--- src/ftbp_pkg.sv ---
package ftbp_pkg;

    localparam int NUM_FLOWS  = 1024;
    localparam int IDX_W      = $clog2(NUM_FLOWS);
    localparam int TIME_W     = 48;
    localparam int NOW_W      = 48;
    localparam int RATE_W     = 32;
    localparam int LVL_W      = 48;
    localparam int ELAP_W     = 32;
    localparam int PROD_W     = ELAP_W + RATE_W;
    localparam int CFG_IDX_W  = 8;
    localparam int CFG_DATA_W = 48;
    localparam int IN_DATA_W  = 64;
    localparam int OUT_DATA_W = 56;

    localparam logic [LVL_W-1:0] ONE_TOKEN = LVL_W'(64'h1_0000_0000);

    localparam logic [CFG_IDX_W-1:0] CFG_REFILL_RATE = CFG_IDX_W'(0);
    localparam logic [CFG_IDX_W-1:0] CFG_CAPACITY    = CFG_IDX_W'(1);

    typedef struct packed {
        logic             clear;
        logic [IDX_W-1:0] clear_addr;
        logic             accept;
        logic             elap;
        logic             mul;
        logic             cmp;
        logic             fin;
    } t_cmd;

    typedef struct packed {
        logic out_free;
    } t_sts;

endpackage

--- src/ftbp_ctrl.sv ---
module ftbp_ctrl (
    input  logic          i_clk,
    input  logic          i_rst_n,
    input  logic          s_axis_tvalid,
    output logic          s_axis_tready,
    input  ftbp_pkg::t_sts i_sts,
    output ftbp_pkg::t_cmd o_cmd
);
    import ftbp_pkg::*;

    localparam logic [2:0] ST_CLEAR = 3'd0;
    localparam logic [2:0] ST_IDLE  = 3'd1;
    localparam logic [2:0] ST_ELAP  = 3'd2;
    localparam logic [2:0] ST_MUL   = 3'd3;
    localparam logic [2:0] ST_CMP   = 3'd4;
    localparam logic [2:0] ST_FIN   = 3'd5;

    logic [2:0]       r_state, n_state;
    logic [IDX_W-1:0] r_clr_cnt, n_clr_cnt;
    logic             w_accept;

    assign s_axis_tready = (r_state == ST_IDLE);
    assign w_accept      = s_axis_tvalid && s_axis_tready;

    always_comb begin
        n_state   = r_state;
        n_clr_cnt = r_clr_cnt;
        case (r_state)
            ST_CLEAR: begin
                n_clr_cnt = r_clr_cnt + IDX_W'(1);
                if (r_clr_cnt == IDX_W'(NUM_FLOWS - 1)) begin
                    n_state = ST_IDLE;
                end
            end
            ST_IDLE: begin
                if (w_accept) begin
                    n_state = ST_ELAP;
                end
            end
            ST_ELAP: n_state = ST_MUL;
            ST_MUL:  n_state = ST_CMP;
            ST_CMP:  n_state = ST_FIN;
            ST_FIN: begin
                if (i_sts.out_free) begin
                    n_state = ST_IDLE;
                end
            end
            default: n_state = ST_CLEAR;
        endcase
    end

    always_ff @(posedge i_clk) begin
        if (!i_rst_n) begin
            r_state   <= ST_CLEAR;
            r_clr_cnt <= '0;
        end else begin
            r_state   <= n_state;
            r_clr_cnt <= n_clr_cnt;
        end
    end

    always_comb begin
        o_cmd.clear      = (r_state == ST_CLEAR);
        o_cmd.clear_addr = r_clr_cnt;
        o_cmd.accept     = w_accept;
        o_cmd.elap       = (r_state == ST_ELAP);
        o_cmd.mul        = (r_state == ST_MUL);
        o_cmd.cmp        = (r_state == ST_CMP);
        o_cmd.fin        = (r_state == ST_FIN) && i_sts.out_free;
    end

    a_accept_starts: assert property (@(posedge i_clk) disable iff (!i_rst_n)
        w_accept |=> r_state == ST_ELAP)
        else $error("accepted transfer did not start work");

    a_fin_holds: assert property (@(posedge i_clk) disable iff (!i_rst_n)
        (r_state == ST_FIN && !i_sts.out_free) |=> r_state == ST_FIN)
        else $error("result left while output register was full");

    a_no_accept_clear: assert property (@(posedge i_clk) disable iff (!i_rst_n)
        r_state == ST_CLEAR |-> !s_axis_tready)
        else $error("input ready during clearing pass");

endmodule

--- config.mk ---
export PLATFORM = sky130hd
export DESIGN_NAME = ftbp_ctrl
export DESIGN_NICKNAME = d
export VERILOG_FILES = /design/src/ftbp_pkg.sv /design/src/ftbp_ctrl.sv
export SDC_FILE = /design/constraint.sdc
export NUM_CORES = 1
export LEC_CHECK = 0
export ABC_AREA = 1
export BUFFER_PORTS_ARGS = -buffer_cell sky130_fd_sc_hd__buf_2
export CORE_MARGIN = 2
export CORE_UTILIZATION = 52
export DETAILED_ROUTE_END_ITERATION = 12
export MAX_ROUTING_LAYER = met4
export PLACE_DENSITY = 0.81
export SLEW_MARGIN = 20
export SYNTH_ARGS = -nofsm -noshare
export SYNTH_HDL_FRONTEND = slang
export SYNTH_SLANG_ARGS = --single-unit
--- constraint.sdc ---
create_clock -name i_clk -period 2.3 [get_ports i_clk]
set_input_delay 0.46 -clock i_clk [delete_from_list [all_inputs] [get_ports i_clk]]
set_output_delay 0.46 -clock i_clk [all_outputs]
set_load 0.02 [all_outputs]
# --- Word level (Yosys, flattened, before mapping) ---
# Index checks and enable logic that the tools add are counted.
classes:
  addsub: 1
  eq_ne: 9
  n_mux: 4
  n_reduce_logical: 4
op_table:
  columns: ["operator", "count"]
  rows:
  - ["case mux 3 bit (6 select lines)", 1]
  - ["adder 10 x 1 -> 10 bit (second input constant)", 1]
  - ["equality test 10 bit (second input constant)", 1]
  - ["2-to-1 mux 3 bit", 3]
  - ["equality test 3 x 2 -> 1 bit (second input constant)", 2]
  - ["equality test 3 bit (second input constant)", 2]
  - ["!= test 2 x 1 -> 1 bit (second input constant)", 2]
  - ["equality test 3 x 1 -> 1 bit (second input constant)", 1]
  - ["logical NOT 3 bit", 1]
  - ["AND reduction 3 bit", 1]
  - ["logical AND 1 bit", 2]
  - ["!= test 2 bit (second input constant)", 1]
word_totals:
  register_bits: 13
  input_bits: 4
  out_inout_bits: 17

# --- Depth between registers and ports, before layout ---
logic_depth:
  word_depth: 4
  ltp_mapped: 7
  depth_no_buf: 7

# --- Worst setup path after synthesis ---
# No wires, ideal clock.
synth_path:
  kind: "reg-to-reg"
  from: "register r_clr_cnt[0]"
  to: "register r_clr_cnt[6]"
  setup_ns: 0.114
  arrival_ns: 1.228
  t_required_ns: 2.186
  slack_ns: 0.958
  path_stages_with_launch: 7
  n_path_buf: 0
  path_cell_list: "dfxtp_1 ha_1 nand3_1 nor3b_2 nand2_1 nand2_1 nor2_1"
synth_via:
  elab_chain_cells: 1
synth_lines:
  columns: ["item", "line", "source"]
  rows:
  - ["start: declaration", "ftbp_ctrl.sv:19", "logic [IDX_W-1:0] r_clr_cnt, n_clr_cnt;"]
  - ["start signal: assignment", "ftbp_ctrl.sv:58", "r_clr_cnt <= n_clr_cnt;"]
  - ["adder 10 x 1 -> 10 bit", "ftbp_ctrl.sv:30", "n_clr_cnt = r_clr_cnt + IDX_W'(1);"]
# No other way between the ends.
# A chain may end at the register's enable or synchronous reset.

==> results summary <==
The number of hold buffers added after CTS is 0. The die is a little over 40 um tall. The global-route usage over all layers is 22.50%.

The areal power density over the cells came out at ~500 mW/mm^2. The total buffers and inverters traversed by the critical path came out at 1. Among cell families on the critical path, the largest total delay comes from flip-flops. The flow ran to the end, and the final reports show no timing, DRC or antenna violations. CTS placed an instance of sky130_fd_sc_hd__clkbuf_4 at the clock tree root. In this run, distinct cell masters in the synthesized netlist total 25. The area share of the largest cell type after synthesis is ~37%. TritonCTS built the clock tree. The first-pass detailed-route iteration total is 4. The share of async-settable or async-resettable flops after synthesis came out at 0%.

The dominant synthesized flop cell is sky130_fd_sc_hd__dfxtp_1. The arrival time of the worst setup path is ~1200 ps. The min-delay analysis places its worst path in the category in2reg. The worst stage delay on the critical path came out at about 460 ps.

The post-route minimum period is ~1700 ps. The data required time of the critical path came out at 1840 ps. The fmax came out at about 600 MHz.

Fill cells in the final layout number around 110. The number of buffers inserted during clock tree synthesis came out at 3. Entering global routing, the biggest net connects 10 pins. Summed over all cells, the static leakage comes to roughly 0.44 nW. The synthesis-stage register bit count is 13. After synthesis, the most frequently instantiated cells are 18 x sky130_fd_sc_hd__nand2_1, 16 x sky130_fd_sc_hd__nor2_1, 14 x sky130_fd_sc_hd__inv_1.

Summed over all layers, the routed wires come to 1476 um. The internal portion of total power came out at slightly above 0.3 mW. The post-synthesis to final-layout area growth came out at 19.28%.

The number of core rows came out at 13. The switching share of power is roughly 24%. Using the TritonRoute via totals, the vias-per-cell ratio works out to ~5.0. After synthesis, flip-flops and latches occupy between 30% and 40% of the total area.

The fraction of power consumed by the clock network came out at 35.8%. The finished layout holds about 140 standard cells, fillers aside. The critical-path cell with the highest stage delay is sky130_fd_sc_hd__dfxtp_1.

Traced cell by cell, the critical path runs through nand3_1 -> nor2_1 -> buf_2. After synthesis, the cell types taking the most area are sky130_fd_sc_hd__dfxtp_1 37%, sky130_fd_sc_hd__nand2_1 9.7%, sky130_fd_sc_hd__nor2_1 8.6%, sky130_fd_sc_hd__inv_1 7.6%, sky130_fd_sc_hd__nand3_1 4.3%. The via total after detailed routing came out at a little under 700. The biggest area contributor in the post-synthesis netlist is sky130_fd_sc_hd__dfxtp_1.

After the first detailed-routing iteration, the DRC count stood at 17. The number of instances in the synthesized netlist is 100. Yosys instantiated no cell more often than sky130_fd_sc_hd__nand2_1. The clock slew seen by the registers of the worst setup and hold paths is about 80 ps.

21 I/O pins were placed. The floorplan core area came out at between 0.001 and 0.0015 mm^2. The proportion of power drawn by combinational gates came out at 6.4%. The post-route clock period utilization is approximately 73%. Synthesis produced a netlist with a net count of between 100 and 150. The average instance in the mapped netlist occupies slightly below 7 um^2. The maximum fanout along the worst path is 6.

The sequential fraction of design power came out at around 58%. Setup repair after global routing left no endpoint under its margin. The initial core utilization came out at 54.73%.

The first global-routing pass estimated 2346 um of wire. Including well taps, the total number of placed cells is ~130. Counting every sink on the clock net gives 13. The post-cts resize count came out at 0. The switching power of the nets is 0.09854 mW. The clock tree skew after final layout came out at about 0.62 ps.

The count of max-cap constraint violations came out at 0. The share of layout cells above drive strength 1 is 27.05%. The weighted congestion reported at the end of routability-driven placement came out at roughly 0.76. The highest ir drop seen on vdd is about 370 uV. The number of hold violations in the final report came out at 0. The total inserted antenna cells is 0. Measured along the x axis, the die boundary spans a little over 40 um. The clock latency at the later pin of the worst-skew pair came out at roughly 280 ps.

At the end of the flow, the number of nets in the layout was around 130. The total congestion overflow after global routing is 0. The maximum buffer depth of the clock tree is 2. The total die area is 0.001644 mm^2.

The number of buffers inserted by post-CTS setup repair is 0. The synthesized cell area came out at slightly below 700 um^2. The worst relative slew slack came out at 83.46%.

The actual slew at the worst max-slew pin came out at about 250 ps. The average detailed-routed wire length per instance is ~11 um. The detail route stage leaves a number of antenna-violating nets equal to 0. Summed over all nets, the half-perimeter wirelength after detailed placement is around 1100 um. The type of element capturing the critical path is a primary output.

After routing, the total negative slack on setup checks comes to 0 ps. In the routed design, unresolved DRC markers number 0. The via count of the first global-routing pass is 583. The total setup violations reported at the end of the flow came out at 0. The Yosys step of the flow raised 0 warnings. The number of port buffers came out at 20. The final-report max-slew violation count came out at 0. The critical path is of the reg2out type. The count of flip-flops with a built-in enable after synthesis came out at 0. The initial antenna violation count is 0. The count of H-tree levels built during CTS came out at 1.

The worst setup path is launched from a flip-flop.
==> registers in the layout, indices dropped and copies added, names as in the netlist <==
| name | cells |
|---|---|
| r_clr_cnt | 10 |
| r_state | 3 |
==> worst register-to-register path, stage by stage, from the launching register on <==
cell and delay (ps):
sky130_fd_sc_hd__dfxtp_1 400, sky130_fd_sc_hd__ha_1 230, sky130_fd_sc_hd__nand3_1 150, sky130_fd_sc_hd__clkinv_1 70, sky130_fd_sc_hd__nand2_1 60, sky130_fd_sc_hd__nor2_1 140, sky130_fd_sc_hd__xnor2_1 140, sky130_fd_sc_hd__nor2_1 50
==> through the flow <==
step / hold WS [ps] / total power [mW] / cell area [um^2] / setup slack [ps] / utilization, %
floorplan: 549.9 / 0.2550 / 694.4 / 958.2 / -
global placement: 470.3 / 0.2639 / 802.0 / 977.7 / 63.21
detailed placement: 482.1 / 0.2654 / 802.0 / 939.5 / 63.21
CTS: 474.7 / 0.4093 / 828.3 / 618.4 / 65.29
global route: 509.8 / 0.4218 / 828.3 / 558.2 / 65.29
finish: 487.4 / 0.4044 / 828.3 / 625.0 / 65.29
==> metal layers <==
metal / wire, um / up-vias / global-route usage [%]
met5: 0 / - / -
met1: 695 / 312 / 26.94
li1: - / 357 / -
met4: 23 / 0 / 12.50
met3: 53 / 4 / 3.333
met2: 703 / 14 / 35.71
==> logic make-up after synthesis <==
kind of cell	after synthesis	synth area share, %
AO/OA/AOI/OAI	12	9.009
XOR/XNOR	2	2.523
adder cells (fa/ha/maj)	1	1.802
buffers and inverters	20	11.35
flip-flops	13	37.48
AND/OR/NAND/NOR	52	37.84
==> power groups by stage <==
stage	clock, mW	sequential (mW)	combinational [mW]
4_1_cts	0.149	0.234	0.0258
5_1_grt	0.157	0.235	0.0295
3_5_place_dp	0	0.239	0.0261
3_3_place_gp	0	0.239	0.0248
2_1_floorplan	0	0.244	0.0109
6_report	0.145	0.234	0.0260
==> worst paths after layout <==
kind	slack (ps)	from	cells past startpoint	endpoint
min reg2reg	500	r_clr_cnt[2]	2	r_clr_cnt[2]
max	630	r_state[0]	3	o_cmd[4]
max reg2reg	970	r_clr_cnt[0]	7	r_clr_cnt[8]
min	490	i_rst_n	3	r_clr_cnt[2]
==> cells in the final DEF, fill, tap and decap left out, drive strengths merged <==
cell type / count
o211ai: 1
inv: 17
ha: 1
buf: 20
xnor2: 1
xor2: 1
nand2: 19
o21ai: 7
clkbuf: 4
nand3b: 1
nand4: 3
dfxtp: 13
nor3b: 1
a21oi: 4
nand3: 6
nor2: 19
nor3: 3
clkinv: 1
==> area by class of cell <==
| class | instances | area [um^2] | area share (%) |
|---|---|---|---|
| sequential | 13 | 260.3 | 31.42 |
| tap | 15 | 18.77 | 2.266 |
| multi-input combinational | 67 | 355.3 | 42.90 |
| clock buffer | 4 | 26.28 | 3.172 |
| timing repair buffer | 20 | 100.1 | 12.08 |
| inverter | 18 | 67.56 | 8.157 |
(Power assumes the default switching activity.)
